**src/dual_wheel_pid_controller_unit_macros.svh**
```systemverilog
// ----------------------------------------------------------------------------
// dual wheel pid controller assertion macros
// shared assertion shorthands, clocked on i_clk and disabled in reset
// ----------------------------------------------------------------------------
`ifndef DUAL_WHEEL_PID_CONTROLLER_UNIT_MACROS_SVH
`define DUAL_WHEEL_PID_CONTROLLER_UNIT_MACROS_SVH

// consequent checked in the same cycle
`define DWPID_ASSERT_SAME(lbl, ante, cons, msg) \
    lbl: assert property (@(posedge i_clk) disable iff (!i_rst_n) (ante) |-> (cons)) \
        else $error(msg);

// consequent checked in the following cycle
`define DWPID_ASSERT_NEXT(lbl, ante, cons, msg) \
    lbl: assert property (@(posedge i_clk) disable iff (!i_rst_n) (ante) |=> (cons)) \
        else $error(msg);

`endif

```
**src/dwpid_pkg.sv**
```systemverilog
// ----------------------------------------------------------------------------
// dwpid package
// shared widths, reset values, register codes and types of the pid unit
// ----------------------------------------------------------------------------
package dwpid_pkg;

    localparam int COUNT_W = 16;
    localparam int GAIN_W  = 20;
    localparam int DUTY_W  = 10;
    localparam int ERR_W   = 18;
    localparam int PROD_W  = GAIN_W + 1 + ERR_W;

    localparam int DEF_GAIN_FRAC_BITS   = 12;
    localparam int DEF_INTEGRATOR_WIDTH = 48;

    localparam int CFG_IDX_W  = 3;
    localparam int CFG_DATA_W = GAIN_W;

    // register indexes
    localparam logic [CFG_IDX_W-1:0] CFG_SPEED_REF = 3'd0;
    localparam logic [CFG_IDX_W-1:0] CFG_SPEED_KP  = 3'd1;
    localparam logic [CFG_IDX_W-1:0] CFG_SPEED_KI  = 3'd2;
    localparam logic [CFG_IDX_W-1:0] CFG_SPEED_KD  = 3'd3;
    localparam logic [CFG_IDX_W-1:0] CFG_SYNC_KP   = 3'd4;
    localparam logic [CFG_IDX_W-1:0] CFG_SYNC_KI   = 3'd5;
    localparam logic [CFG_IDX_W-1:0] CFG_SYNC_KD   = 3'd6;
    localparam logic [CFG_IDX_W-1:0] CFG_DUTY_LIM  = 3'd7;

    // reset values
    localparam logic [COUNT_W-1:0] RST_SPEED_REF = 16'd30;
    localparam logic [GAIN_W-1:0]  RST_SPEED_KP  = 20'd294912;
    localparam logic [GAIN_W-1:0]  RST_SPEED_KI  = 20'd2458;
    localparam logic [GAIN_W-1:0]  RST_SPEED_KD  = 20'd614;
    localparam logic [GAIN_W-1:0]  RST_SYNC_KP   = 20'd40960;
    localparam logic [GAIN_W-1:0]  RST_SYNC_KI   = 20'd819;
    localparam logic [GAIN_W-1:0]  RST_SYNC_KD   = 20'd61;
    localparam logic [DUTY_W-1:0]  RST_DUTY_LIM  = 10'd1000;

    typedef logic signed [ERR_W-1:0]  t_err;
    typedef logic signed [PROD_W-1:0] t_prod;

    typedef struct packed {
        logic [COUNT_W-1:0] left_count;
        logic [COUNT_W-1:0] right_count;
        logic               restart;
    } t_in_word;

    typedef struct packed {
        logic [GAIN_W-1:0] kp;
        logic [GAIN_W-1:0] ki;
        logic [GAIN_W-1:0] kd;
    } t_gain_set;

    typedef struct packed {
        t_prod kpe;
        t_prod kie;
        t_prod kdd;
    } t_loop_terms;

    typedef struct packed {
        logic [COUNT_W-1:0] inc;
        t_loop_terms        speed;
        t_loop_terms        sync;
        logic               restart;
    } t_err_terms;

    // unsigned gain times signed error
    function automatic t_prod mul_gain(logic [GAIN_W-1:0] k, t_err v);
        t_prod a;
        t_prod b;
        a = signed'({{(PROD_W-GAIN_W){1'b0}}, k});
        b = PROD_W'(v);
        return a * b;
    endfunction

endpackage

```
**src/dwpid_integ.sv**
```systemverilog
// ----------------------------------------------------------------------------
// dwpid integrator stage
// saturating integrators and the pid sums of both loops
// ----------------------------------------------------------------------------
module dwpid_integ #(
    parameter int INTEGRATOR_WIDTH = dwpid_pkg::DEF_INTEGRATOR_WIDTH,
    parameter int OUT_W            = dwpid_pkg::DEF_INTEGRATOR_WIDTH + 2
) (
    input  logic                          i_clk,
    input  logic                          i_rst_n,
    input  logic                          i_en,
    input  dwpid_pkg::t_err_terms         i_terms,
    output logic signed [OUT_W-1:0]       o_u_speed,
    output logic signed [OUT_W-1:0]       o_u_sync,
    output logic [dwpid_pkg::COUNT_W-1:0] o_inc
);

    localparam int IW = INTEGRATOR_WIDTH;
    localparam int SW = ((IW > dwpid_pkg::PROD_W) ? IW : dwpid_pkg::PROD_W) + 1;
    localparam logic signed [SW-1:0] IHI = (SW'(1) <<< (IW - 1)) - SW'(1);
    localparam logic signed [SW-1:0] ILO = -IHI - SW'(1);

    logic signed [IW-1:0]          r_speed_i;
    logic signed [IW-1:0]          r_sync_i;
    logic signed [OUT_W-1:0]       r_u_speed;
    logic signed [OUT_W-1:0]       r_u_sync;
    logic [dwpid_pkg::COUNT_W-1:0] r_inc;

    logic signed [SW-1:0]          w_speed_sum;
    logic signed [SW-1:0]          w_sync_sum;
    logic signed [IW-1:0]          n_speed_i;
    logic signed [IW-1:0]          n_sync_i;
    logic signed [OUT_W-1:0]       n_u_speed;
    logic signed [OUT_W-1:0]       n_u_sync;

    always_comb begin
        // integrators sign-extended, zero on restart
        w_speed_sum = (i_terms.restart ? SW'(0) : SW'(r_speed_i)) +
                      SW'(signed'(i_terms.speed.kie));
        w_sync_sum  = (i_terms.restart ? SW'(0) : SW'(r_sync_i)) +
                      SW'(signed'(i_terms.sync.kie));

        if (w_speed_sum > IHI) begin
            n_speed_i = IW'(IHI);
        end else if (w_speed_sum < ILO) begin
            n_speed_i = IW'(ILO);
        end else begin
            n_speed_i = IW'(w_speed_sum);
        end

        if (w_sync_sum > IHI) begin
            n_sync_i = IW'(IHI);
        end else if (w_sync_sum < ILO) begin
            n_sync_i = IW'(ILO);
        end else begin
            n_sync_i = IW'(w_sync_sum);
        end

        n_u_speed = OUT_W'(n_speed_i) + OUT_W'(signed'(i_terms.speed.kpe)) +
                    OUT_W'(signed'(i_terms.speed.kdd));
        n_u_sync  = OUT_W'(n_sync_i) + OUT_W'(signed'(i_terms.sync.kpe)) +
                    OUT_W'(signed'(i_terms.sync.kdd));
    end

    always_ff @(posedge i_clk) begin
        if (!i_rst_n) begin
            r_speed_i <= '0;
            r_sync_i  <= '0;
        end else if (i_en) begin
            r_speed_i <= n_speed_i;
            r_sync_i  <= n_sync_i;
        end
    end

    always_ff @(posedge i_clk) begin
        if (i_en) begin
            r_u_speed <= n_u_speed;
            r_u_sync  <= n_u_sync;
            r_inc     <= i_terms.inc;
        end
    end

    assign o_u_speed = r_u_speed;
    assign o_u_sync  = r_u_sync;
    assign o_inc     = r_inc;

endmodule

```
**config.mk**
```make
export PLATFORM = sky130hd
export DESIGN_NAME = dwpid_integ
export DESIGN_NICKNAME = d
export VERILOG_FILES = /design/src/dual_wheel_pid_controller_unit_macros.svh /design/src/dwpid_pkg.sv /design/src/dwpid_integ.sv
export SDC_FILE = /design/constraint.sdc
export NUM_CORES = 1
export LEC_CHECK = 0
export BUFFER_PORTS_ARGS = -buffer_cell sky130_fd_sc_hd__buf_2
export CAP_MARGIN = 20
export CORE_ASPECT_RATIO = 2
export CORE_MARGIN = 3
export CORE_UTILIZATION = 54
export DETAILED_ROUTE_END_ITERATION = 10
export PLACE_DENSITY = 0.77
export SYNTH_ARGS = -nofsm -noshare
export SYNTH_HDL_FRONTEND = slang
export SYNTH_SLANG_ARGS = --single-unit
```
**constraint.sdc**
```tcl
create_clock -name i_clk -period 9.1 [get_ports i_clk]
set_input_delay 0.455 -clock i_clk [delete_from_list [all_inputs] [get_ports i_clk]]
set_output_delay 0.455 -clock i_clk [all_outputs]
set_load 0.005 [all_outputs]
```
==> out/results.tsv <==
metric	value	unit
status	completed	
CP Launch Point	i_terms[0]	
die width	146	um
die area	41900	um2
Tightest Pin Transition	0.979	ns
Final Instance Area	24300	um2
Via density	6.01	
ranking of synthesized cells by area	edfxtp_1, ha_1, fa_1, dfxtp_1, a21oi_1	
Ports	370	
Antenna Nets Post-Route	0	
CTS tree	yes	
crit end category	flip-flop	
ys flop type	edfxtp_1	
port bufs	369	
layout cells sized above 1	0.164	
Yosys top cell by area	edfxtp_1	
gr ovfl total	0	
gr usage total	0.332	
detailed placement HPWL	58700	um
dpl cell area	23500	um2
core area	38800	um2
Netlist Area Pre-Place	21200	um2
Post-synth ARST share	0	
metal3 WL	3400	um
post-synth top area share	0.164	
Top Layer Used	met4	
post-CTS resize count	0	
min Tclk post-route	8.29	ns
DRC errors left	0	
Hold Vio Cnt, Final	0	
Longest Clk Path Bufs	3	
synth warn	0	
Cell variety after synth	84	
Root Buffer	clkbuf_16	
vias in the first global route	21100	
Hold-fix buffers, CTS	0	
Power Density	250	nW/um2
WP data required	9.39	ns
Clk pin slew, worst setup/hold paths	0.07	ns
Max Cap Viol	0	
via count	20300	
Reg2Reg Depth	26	
Non-Filler Instances	3381	
WP data arrival	8.58	ns
WHS Path Cells	1	
WL per Instance	21.4	um
Peak Freq	0.121	GHz
htree depth	1	
Synth Register Bits	212	
Vert. Die Dim	287	um
Syn Area/Cell	8.45	um2
Worst slew margin	0.347	
HP Start	i_terms[237]	
cts bufs inserted	24	
Nets	3377	
placed cells	3325	
RR Startpoint	r_sync_i[25]	
min-delay worst type	primary input to flip-flop	
gp weighted congestion	0.990	
CP max FO	39	
commonest non-fill, non-tap cells in the layout	buf_2, a21oi_1, nand2_1	
Layout area overhead	14.4	%
largest net degree at the start of global routing	69	
first-pass GRT wire length	111000	um
RSZ-0062 raised after global routing	no	
drt first pass iters	5	
syn_nets	3061	
overall routed net length	72200	um
register area share after synthesis	0.254	
Cells after Synth	2515	
period utilization	0.911	
wl on met1	23200	um
met2 wire len	39400	um
peak supply drop	0.000201	V
Post-synth EDFFs	116	
startpoint type of the worst setup path	primary input	
final setup fails	0	
1st-iter DRT viols	1008	
Initial Utilization	0.548	
std cell rows	102	
leakage	11.2	nW
setup bufs post-CTS	0	
Setup TNS	0	ns
clock sink total	212	
Setup Skew	0.0147	ns
kind of critical path	primary input to flip-flop	
commonest non-fill, non-tap cell in the layout	buf_2	
pins over their slew limit	0	
Clk Latency, worst-skew pair	0.55	ns
initial antenna violation count	11	
[power breakdown]
group | switching [W] | leakage [nW] | total (W) | internal, W
sequential | 0.0000811 | 1.92 | 0.00153 | 0.00145
combinational | 0.00213 | 8.87 | 0.00358 | 0.00145
clock | 0.000438 | 0.370 | 0.000983 | 0.000545
total | 0.00265 | 11.2 | 0.00609 | 0.00344
[registers in the layout (all words and copies together) (netlist names)]
signal and flops:
o_u_speed 50, r_sync_i 48, o_inc 16, r_speed_i 48, o_u_sync 50
[layout make-up]
cell class | count | area [um2]
Clock inverter | 9 | 57.6
Tap cell | 520 | 651
Sequential cell | 212 | 5410
Clock buffer | 35 | 713
Fill cell | 3597 | 14500
Antenna cell | 12 | 30.0
Inverter | 145 | 544
Multi-Input combinational cell | 2052 | 14900
Timing Repair Buffer | 396 | 2060
[logic make-up after synthesis]
kind of cell,share of synthesized area
AO/OA/AOI/OAI,0.237
AND/OR/NAND/NOR,0.168
adder cells (fa/ha/maj),0.222
buffers and inverters,0.0470
flip-flops,0.254
XOR/XNOR,0.0688
multiplexers,0.00241
[cell usage after synthesis (46+ instances only)]
library cell and number:
nand2_1 220, nor2_1 204, o21ai_0 179, inv_1 144, dfxtp_1 96, clkbuf_1 83
a21o_1 110, nand3_1 53, ha_1 192, nor2b_1 121, xor2_1 56, edfxtp_1 116
xnor2_1 111, fa_1 100, o21ai_1 46, a21oi_1 232
[critical path: stages]
cell and delay (ns):
buf_2 0.66, buf_4 0.40, nor2b_1 0.11, ha_1 0.40
a2111o_1 0.41, o22a_1 0.23, a221oi_1 0.39, o21ai_0 0.15
a21oi_1 0.26, xnor2_1 0.27, buf_4 0.24, nor2_2 0.05
o21ai_0 0.32, fa_1 0.49, ha_1 0.27, fa_1 0.44
a211oi_1 0.35, nor3_1 0.13, or4_1 0.55, a21boi_2 0.51
o311ai_0 0.25, a211oi_1 0.25, nor2_1 0.11, a21oi_1 0.34
mux2i_1 0.13, a2111o_1 0.40
[metal layers]
metal / vias to the layer above / GRT usage
met1: 9604 / 0.301
li1: 9633 / -
met5: - / 0
met3: 307 / 0.0436
met4: 0 / 0.253
met2: 761 / 0.652
[path summary, 6_finish.rpt]
path | end | slack [ns]
max | o_u_sync[47] | 0.81
min | o_inc[2] | 0.08
max reg2reg | o_u_sync[47] | 1.23
min reg2reg | r_speed_i[12] | 0.44
[through the flow]
step / total power [W] / hold slack (ns) / setup WS [ns] / utilization
floorplan: 0.00392 / 0.415 / 1.85 / -
global placement: 0.00501 / 0.428 / 0.603 / 0.606
detailed placement: 0.00506 / 0.431 / 0.420 / 0.606
CTS: 0.00606 / 0.0639 / 0.975 / 0.626
global route: 0.00649 / 0.0701 / 0.311 / 0.627
finish: 0.00609 / 0.0814 / 0.806 / 0.627
No activity file was read; power rests on OpenSTA's default activity.
