--- src/dual_wheel_pid_controller_unit_macros.svh ---
// ----------------------------------------------------------------------------
// dual wheel pid controller assertion macros
// shared assertion shorthands, clocked on i_clk and disabled in reset
// ----------------------------------------------------------------------------
`ifndef DUAL_WHEEL_PID_CONTROLLER_UNIT_MACROS_SVH
`define DUAL_WHEEL_PID_CONTROLLER_UNIT_MACROS_SVH

// consequent checked in the same cycle
`define DWPID_ASSERT_SAME(lbl, ante, cons, msg) \
    lbl: assert property (@(posedge i_clk) disable iff (!i_rst_n) (ante) |-> (cons)) \
        else $error(msg);

// consequent checked in the following cycle
`define DWPID_ASSERT_NEXT(lbl, ante, cons, msg) \
    lbl: assert property (@(posedge i_clk) disable iff (!i_rst_n) (ante) |=> (cons)) \
        else $error(msg);

`endif

--- src/dwpid_pkg.sv ---
// ----------------------------------------------------------------------------
// dwpid package
// shared widths, reset values, register codes and types of the pid unit
// ----------------------------------------------------------------------------
package dwpid_pkg;

    localparam int COUNT_W = 16;
    localparam int GAIN_W  = 20;
    localparam int DUTY_W  = 10;
    localparam int ERR_W   = 18;
    localparam int PROD_W  = GAIN_W + 1 + ERR_W;

    localparam int DEF_GAIN_FRAC_BITS   = 12;
    localparam int DEF_INTEGRATOR_WIDTH = 48;

    localparam int CFG_IDX_W  = 3;
    localparam int CFG_DATA_W = GAIN_W;

    // register indexes
    localparam logic [CFG_IDX_W-1:0] CFG_SPEED_REF = 3'd0;
    localparam logic [CFG_IDX_W-1:0] CFG_SPEED_KP  = 3'd1;
    localparam logic [CFG_IDX_W-1:0] CFG_SPEED_KI  = 3'd2;
    localparam logic [CFG_IDX_W-1:0] CFG_SPEED_KD  = 3'd3;
    localparam logic [CFG_IDX_W-1:0] CFG_SYNC_KP   = 3'd4;
    localparam logic [CFG_IDX_W-1:0] CFG_SYNC_KI   = 3'd5;
    localparam logic [CFG_IDX_W-1:0] CFG_SYNC_KD   = 3'd6;
    localparam logic [CFG_IDX_W-1:0] CFG_DUTY_LIM  = 3'd7;

    // reset values
    localparam logic [COUNT_W-1:0] RST_SPEED_REF = 16'd30;
    localparam logic [GAIN_W-1:0]  RST_SPEED_KP  = 20'd294912;
    localparam logic [GAIN_W-1:0]  RST_SPEED_KI  = 20'd2458;
    localparam logic [GAIN_W-1:0]  RST_SPEED_KD  = 20'd614;
    localparam logic [GAIN_W-1:0]  RST_SYNC_KP   = 20'd40960;
    localparam logic [GAIN_W-1:0]  RST_SYNC_KI   = 20'd819;
    localparam logic [GAIN_W-1:0]  RST_SYNC_KD   = 20'd61;
    localparam logic [DUTY_W-1:0]  RST_DUTY_LIM  = 10'd1000;

    typedef logic signed [ERR_W-1:0]  t_err;
    typedef logic signed [PROD_W-1:0] t_prod;

    typedef struct packed {
        logic [COUNT_W-1:0] left_count;
        logic [COUNT_W-1:0] right_count;
        logic               restart;
    } t_in_word;

    typedef struct packed {
        logic [GAIN_W-1:0] kp;
        logic [GAIN_W-1:0] ki;
        logic [GAIN_W-1:0] kd;
    } t_gain_set;

    typedef struct packed {
        t_prod kpe;
        t_prod kie;
        t_prod kdd;
    } t_loop_terms;

    typedef struct packed {
        logic [COUNT_W-1:0] inc;
        t_loop_terms        speed;
        t_loop_terms        sync;
        logic               restart;
    } t_err_terms;

    // unsigned gain times signed error
    function automatic t_prod mul_gain(logic [GAIN_W-1:0] k, t_err v);
        t_prod a;
        t_prod b;
        a = signed'({{(PROD_W-GAIN_W){1'b0}}, k});
        b = PROD_W'(v);
        return a * b;
    endfunction

endpackage

--- src/dwpid_duty.sv ---
// ----------------------------------------------------------------------------
// dwpid duty stage
// clamps both loop outputs to the duty range and holds the result word
// ----------------------------------------------------------------------------
module dwpid_duty #(
    parameter int GAIN_FRAC_BITS = dwpid_pkg::DEF_GAIN_FRAC_BITS,
    parameter int OUT_W          = dwpid_pkg::DEF_INTEGRATOR_WIDTH + 2
) (
    input  logic                          i_clk,
    input  logic                          i_en,
    input  logic signed [OUT_W-1:0]       i_u_speed,
    input  logic signed [OUT_W-1:0]       i_u_sync,
    input  logic [dwpid_pkg::COUNT_W-1:0] i_inc,
    input  logic [dwpid_pkg::DUTY_W-1:0]  i_duty_limit,
    output logic [dwpid_pkg::DUTY_W-1:0]  o_left_duty,
    output logic [dwpid_pkg::DUTY_W-1:0]  o_right_duty,
    output logic [dwpid_pkg::COUNT_W-1:0] o_inc
);

    logic [dwpid_pkg::DUTY_W-1:0]  r_left_duty;
    logic [dwpid_pkg::DUTY_W-1:0]  r_right_duty;
    logic [dwpid_pkg::COUNT_W-1:0] r_inc;

    logic signed [OUT_W-1:0]       w_top;
    logic signed [OUT_W-1:0]       w_l_fix;
    logic signed [OUT_W:0]         w_r_sum;
    logic signed [OUT_W:0]         w_r_fix;

    always_comb begin
        w_top = signed'(OUT_W'(i_duty_limit) << GAIN_FRAC_BITS);

        if (i_u_speed[OUT_W-1]) begin
            w_l_fix = '0;
        end else if (i_u_speed > w_top) begin
            w_l_fix = w_top;
        end else begin
            w_l_fix = i_u_speed;
        end

        // right side adds sync on top of the clamped speed term
        w_r_sum = (OUT_W+1)'(w_l_fix) + (OUT_W+1)'(i_u_sync);
        if (w_r_sum[OUT_W]) begin
            w_r_fix = '0;
        end else if (w_r_sum > (OUT_W+1)'(w_top)) begin
            w_r_fix = (OUT_W+1)'(w_top);
        end else begin
            w_r_fix = w_r_sum;
        end
    end

    always_ff @(posedge i_clk) begin
        if (i_en) begin
            r_left_duty  <= dwpid_pkg::DUTY_W'(w_l_fix >>> GAIN_FRAC_BITS);
            r_right_duty <= dwpid_pkg::DUTY_W'(w_r_fix >>> GAIN_FRAC_BITS);
            r_inc        <= i_inc;
        end
    end

    assign o_left_duty  = r_left_duty;
    assign o_right_duty = r_right_duty;
    assign o_inc        = r_inc;

endmodule

--- config.mk ---
export PLATFORM = sky130hd
export DESIGN_NAME = dwpid_duty
export DESIGN_NICKNAME = d
export VERILOG_FILES = /design/src/dual_wheel_pid_controller_unit_macros.svh /design/src/dwpid_pkg.sv /design/src/dwpid_duty.sv
export SDC_FILE = /design/constraint.sdc
export NUM_CORES = 1
export LEC_CHECK = 0
export BUFFER_PORTS_ARGS = -buffer_cell sky130_fd_sc_hd__buf_2
export CORE_ASPECT_RATIO = 2
export CORE_MARGIN = 2
export CORE_UTILIZATION = 45
export CTS_CLUSTER_SIZE = 20
export DETAILED_ROUTE_END_ITERATION = 10
export HOLD_SLACK_MARGIN = 0.08
export PLACE_DENSITY = 0.82
export SLEW_MARGIN = 20
export SYNTH_ARGS = -nofsm -noshare
export SYNTH_HDL_FRONTEND = slang
export SYNTH_SLANG_ARGS = --single-unit
--- constraint.sdc ---
create_clock -name i_clk -period 9.2 [get_ports i_clk]
set_input_delay 0.46 -clock i_clk [delete_from_list [all_inputs] [get_ports i_clk]]
set_output_delay 0.46 -clock i_clk [all_outputs]
set_load 0.02 [all_outputs]
==> out/metrics.cfg, run 1 <==
[timing]
fin_crit_sh_pct=86.51
fmax_mhz=125.6
rsz0062_at_grt=false
max_slew.worst_pin.slew_ns=0.8512
relSlewSlack_pct=42.65
setup_ws_ns=1.241
final_max_slew_viol_count=0
hold_viol=0
setup_viol=0
holdWs_ns=0.3526
post-route-min-period_ns=7.959
tns_ns=0

[die]
core.rowCount=55
io_pins=164
start_util_pct=46.30
die_x_um=80.20
dieHeight_um=156.4
fp.coreArea_um2=11290
die_area_um2=12540

[worst_setup_path]
critical_path_class=in2reg
slowest_stage=and4_1
start_kind=primary input
cp-end-kind=flop
worstPathRequired_ns=9.19
crit_fanout=19
cpPeakStageDelay_ns=0.67
critPathArrivalTime_ns=7.95

[global_route]
grt_pass1_wl_um=27010
grt_overflow=0
grt_pass1_vias=5785
grt_usage_pct=27.77
grt_max_degree=37
antenna_found_initial=0

[yosys]
synth_warnings=0
synth_area_per_cell_um2=7.845
synth-edff-count=36
syn_area_um2=5225
ys_seq_elements=36
yosysTopAreaCell=edfxtp_1
ys_types=66
syn_inst=666
ys.flop_type=edfxtp_1
synthTopCellsByArea=edfxtp_1 (21%), ha_1 (17%), a21oi_1 (7.4%)
synthArstFlopShare_pct=0
ys_seq_area_share_pct=20.69
synth.top_cell.area_share_pct=20.69

[clock_tree]
cts_root_buffer=clkbuf_16
cts_buffer_depth=2
cts-htree-levels=2
cts_tree=built
cts_buffers=5
cts_resized=0
cts_sinks=36
cts_setup_buffers=0
clk_pin_slew_ns=0.05
holdBufCountCts=0

[drt]
via_per_inst=5.975
antenna_left=0
drt-pass1-iter-count=5
wl_per_cell_um=18.05
vias=5838
drc=0
routed_wl_um=17630
dr.first_iter.drc_count=238

[hold_path]
whs_path_depth=1
worstHoldEndpoint=o_inc[4]$_DFFE_PP_
hp-class=in2reg
hold_start=i_inc[4]

[placed_design]
dpl_cell_area_um2=6203
portBuffers=163
gp_congestion=0.9783
dpl_worst_slack_ns=1.145
hpwl_um=15080

[layout]
finalNetCount=1032
nFillCells=1121
drive_above_1_share_pct=23.11
antenna_cells=0
fin_area_um2=6340
area_growth_pct=21.34

[run]
maxCapViolations=0

[power]
power_density_nw_per_um2=108.3
leakage_nw=2.824
irDropWorstVdd_uv=107.9
totalPowerFinal_w=0.0006863

[outcome]
status=finished clean

==> logic make-up (layout without fill, tap and decap cells) <==
group	after synthesis	count (layout)	synth area share (%)
simple gates	235	235	21.65
flops	36	36	20.69
compound gates	223	223	28.02
other cells	1	27	0.07177
xor+xnor	34	34	5.699
mux	15	15	2.921
buf+inv	52	195	4.047
fa+ha+maj	70	70	16.91
==> worst max-delay path: cells and delay by family <==
| kind | cells | cell delay, ns |
|---|---|---|
| buffers and inverters | 3 | 0.59 |
| adder cells (fa/ha/maj) | 3 | 0.99 |
| multiplexers | 2 | 0.41 |
| AND/OR/NAND/NOR | 12 | 2.93 |
| AO/OA/AOI/OAI | 12 | 2.40 |
| XOR/XNOR | 1 | 0.16 |
==> worst max path at each step <==
| stage | start | to | slack [ns] | cells past startpoint |
|---|---|---|---|---|
| floorplan | i_duty_limit[1] | o_right_duty[0]$_SDFFCE_PN0P_ | 2.61 | 34 |
| global placement | i_duty_limit[1] | o_right_duty[0]$_SDFFCE_PN0P_ | 1.40 | 32 |
| detailed placement | i_duty_limit[1] | o_right_duty[8]$_SDFFCE_PN0P_ | 1.15 | 32 |
| CTS | i_duty_limit[1] | o_right_duty[1]$_SDFFCE_PN0P_ | 1.41 | 33 |
| global route | i_duty_limit[1] | o_right_duty[1]$_SDFFCE_PN0P_ | 0.73 | 33 |
| finish | i_duty_limit[1] | o_right_duty[5]$_SDFFCE_PN0P_ | 1.24 | 33 |
==> stage by stage <==
stage | util, % | std cells
after floorplan | - | 692
after global placement | 54.97 | 969
after detailed placement | 54.97 | 969
after CTS | 56.18 | 977
after global routing | 56.18 | 977
final | 56.18 | 977
==> Yosys cell counts (3+ instances only) <==
| master | count |
|---|---|
| o21ai_1 | 9 |
| nor3_1 | 11 |
| edfxtp_1 | 36 |
| o31ai_1 | 4 |
| o221ai_1 | 3 |
| a21o_1 | 16 |
| nand3_1 | 12 |
| o21bai_1 | 4 |
| nor2b_1 | 3 |
| o21a_1 | 13 |
| a21oi_2 | 7 |
| a31oi_1 | 3 |
| inv_1 | 23 |
| nand2_1 | 78 |
| buf_2 | 7 |
| clkbuf_1 | 21 |
| o21ai_0 | 37 |
| xor2_1 | 15 |
| xnor2_1 | 19 |
| and2_1 | 12 |
| o211ai_1 | 8 |
| nor2_1 | 58 |
| o2111ai_1 | 6 |
| nor4_1 | 12 |
| nand4_1 | 28 |
| a21oi_1 | 77 |
| mux2i_1 | 13 |
| ha_1 | 69 |
| a211oi_1 | 9 |
| nand2b_1 | 6 |
==> routing by layer <==
| metal | wire length (um) | vias to the layer above | part of all wire [%] | track usage, % |
|---|---|---|---|---|
| li1 | - | 2820 | - | - |
| met1 | 5655 | 2662 | 32 | 23.68 |
| met2 | 9616 | 254 | 55 | 54.37 |
| met3 | 800 | 102 | 4.5 | 2.307 |
| met4 | 1561 | 0 | 8.9 | 23.65 |
| met5 | 0 | - | 0 | 0 |
==> report_power, final <==
| part | total [W] | leakage (nW) | internal (W) | switching, W |
|---|---|---|---|---|
| clock network | 0.000159 | 0.0655 | 0.0000995 | 0.0000598 |
| logic | 0.000328 | 2.41 | 0.000124 | 0.000204 |
| registers | 0.000199 | 0.350 | 0.000196 | 0.00000263 |
| total | 0.000686 | 2.82 | 0.000420 | 0.000266 |
==> final cells by class <==
class	instances	area, um^2	area share, %
multi-input combinational	604	4035	63.65
clock inverter	1	3.754	0.05921
sequential	36	1081	17.05
tap	142	177.7	2.802
inverter	23	86.33	1.362
timing repair buffer	164	823.3	12.99
clock buffer	7	132.6	2.092
==> cell usage in the layout, fill, tap and decap left out, types with 8 or more instances in the layout <==
cell type / synthesis / final
a211oi_1: 9 / 8
a21o_1: 16 / 16
a21oi_1: 77 / 77
and2_1: 12 / 12
buf_2: 7 / 163
conb_1: 1 / 27
edfxtp_1: 36 / 36
ha_1: 69 / 69
inv_1: 23 / 23
mux2i_1: 13 / 13
nand2_1: 78 / 78
nand3_1: 12 / 12
nand4_1: 28 / 28
nor2_1: 58 / 58
nor3_1: 11 / 11
nor4_1: 12 / 12
o211ai_1: 8 / 8
o21a_1: 13 / 13
o21ai_0: 37 / 37
o21ai_1: 9 / 9
xnor2_1: 19 / 19
xor2_1: 15 / 15
==> registers in the layout, indices dropped and copies added (netlist names) <==
signal / flops
o_left_duty: 10
o_inc: 16
o_right_duty: 10
Note: power is estimated with default switching activity, not from simulation.
==> run 2, diff against run 1 <==
ABC_AREA = 1   (was not set)
CORE_ASPECT_RATIO = 0.8   (was 2)
PLACE_DENSITY = 0.79   (was 0.82)
==> run 2 against run 1 <==
  * Die area grew 31%
  * Final area is 29% higher
  * Critical path type unchanged
  * Sequential cell count is the same
==> out/metrics.cfg, run 2 <==
[outcome]
status=finished clean

[yosys]
yosysTopAreaCell=nand2_1
syn_area_um2=6930
ys_seq_elements=36
ys.flop_type=edfxtp_1
ys_seq_area_share_pct=15.60
synth-edff-count=36
synthArstFlopShare_pct=0
syn_inst=1272
synthTopCellsByArea=nand2_1 (26%), edfxtp_1 (16%), inv_1 (14%)
synth_common_cells=nand2_1 (483), inv_1 (261), nor2_1 (140)
ys_types=39
synth.most_common_cell=nand2_1
synth_warnings=0
synth_area_per_cell_um2=5.448
synth.top_cell.area_share_pct=26.16

[timing]
max_slew.worst_pin.slew_ns=0.7746
hold_viol=0
final_max_slew_viol_count=0
fmax_mhz=161.6
rsz0062_at_grt=false
setup_viol=0
relSlewSlack_pct=48.36
tns_ns=0
post-route-min-period_ns=6.187
fin_crit_sh_pct=67.25

[layout]
largest_reg_flops=16
seqCellArea_um2=1081
finalNetCount=1657
final_common_cell=nand2_1
nFillCells=1562
stdcell_count=1649
multi_input_area_um2=4906
post-route-util_pct=54.57
fin_area_um2=8194
most-common-layout-cells=nand2_1 (483), inv_1 (261), buf_2 (163)
area_growth_pct=18.23
antenna_cells=0
drive_above_1_share_pct=14.04

[worst_setup_path]
crit_family=simple AND/OR/NAND/NOR gates
start_kind=primary input
path_buf_inv=6
slowest_stage=inv_1
cp-end-kind=flop
critical_path_class=in2reg
cp_common_cell=nand2_1
critPathArrivalTime_ns=6.21
cpPeakStageDelay_ns=0.59
crit_fanout=30
worstPathRequired_ns=9.22

[power]
leakage_nw=4.945
irDropWorstVdd_uv=66.75
totalPowerFinal_w=0.0008299
power_density_nw_per_um2=101.3

[placed_design]
dpl_cell_area_um2=8030
hpwl_um=20050
dpl.cell_count=1641
portBuffers=163
gp_congestion=1.022

[die]
core.rowCount=40
io_pins=164
start_util_pct=46.16
die_area_um2=16420
fp.coreArea_um2=15010
dieHeight_um=115
die_x_um=142.8

[clock_tree]
cts_sinks=36
cts_root_buffer=clkbuf_16
cts_setup_buffers=0
cts_buffer_depth=2
holdBufCountCts=0
cts_buffers=5
clk_pin_slew_ns=0.05
cts-htree-levels=2
cts_resized=0
cts_tree=built

[global_route]
grt_pass1_vias=7001
grt_pass1_wl_um=35180
grt_max_degree=37
grt_overflow=0
grt_usage_pct=27.26
antenna_found_initial=0

[drt]
wl_per_cell_um=13.82
dr.first_iter.drc_count=717
drc=0
via_per_inst=5.038
drt-pass1-iter-count=6
antenna_left=0
routed_wl_um=22800
vias=8308

[run]
maxCapViolations=0

[hold_path]
hp-class=in2reg

-- run 2: cells by family (layout without fill, tap and decap cells) --
family / Yosys count / count (layout) / share of synthesized area [%]
AO/OA/AOI/OAI: 86 / 86 / 6.662
XOR/XNOR: 15 / 15 / 1.896
adder cells (fa/ha/maj): 70 / 70 / 12.75
buffers and inverters: 273 / 435 / 15.02
flip-flops: 36 / 36 / 15.60
other: 1 / 27 / 0.05411
AND/OR/NAND/NOR: 791 / 791 / 48.02
-- run 2: layout make-up --
type | count | share of cell area (%)
Clock buffer | 6 | 1.573
Clock inverter | 2 | 0.4275
Inverter | 264 | 12.09
Multi-Input combinational cell | 989 | 59.87
Sequential cell | 36 | 13.19
Tap cell | 189 | 2.886
Timing Repair Buffer | 163 | 9.956
-- run 2: path summary, 6_finish.rpt --
path / end / cells after the start / startpoint / slack (ns)
hold / removal: o_inc[12]$_DFFE_PP_ / 1 / i_inc[12] / 0.36
setup / recovery: o_right_duty[5]$_SDFFCE_PN0P_ / 41 / i_duty_limit[3] / 3.01
-- run 2: per-layer routing --
metal	track usage (%)	vias to the layer above	part of all wire, %
li1	-	4283	-
met1	40.95	3631	49
met2	40.26	373	39
met3	5.498	21	11
met4	5.611	0	1.4
met5	0	-	0
-- run 2: through the flow --
step,setup WS (ns),hold WS (ns)
after floorplan,4.345,0.5589
final,3.013,0.3609
after global routing,2.400,0.3551
after detailed placement,2.886,0.6385
after global placement,2.970,0.6368
after CTS,3.112,0.3568
-- run 2: power breakdown --
part | total (W) | switching [W] | internal [W]
Combinational | 0.000443 | 0.000296 | 0.000147
Sequential | 0.000203 | 0.00000347 | 0.000199
Clock | 0.000185 | 0.0000575 | 0.000127
Total | 0.000830 | 0.000357 | 0.000473
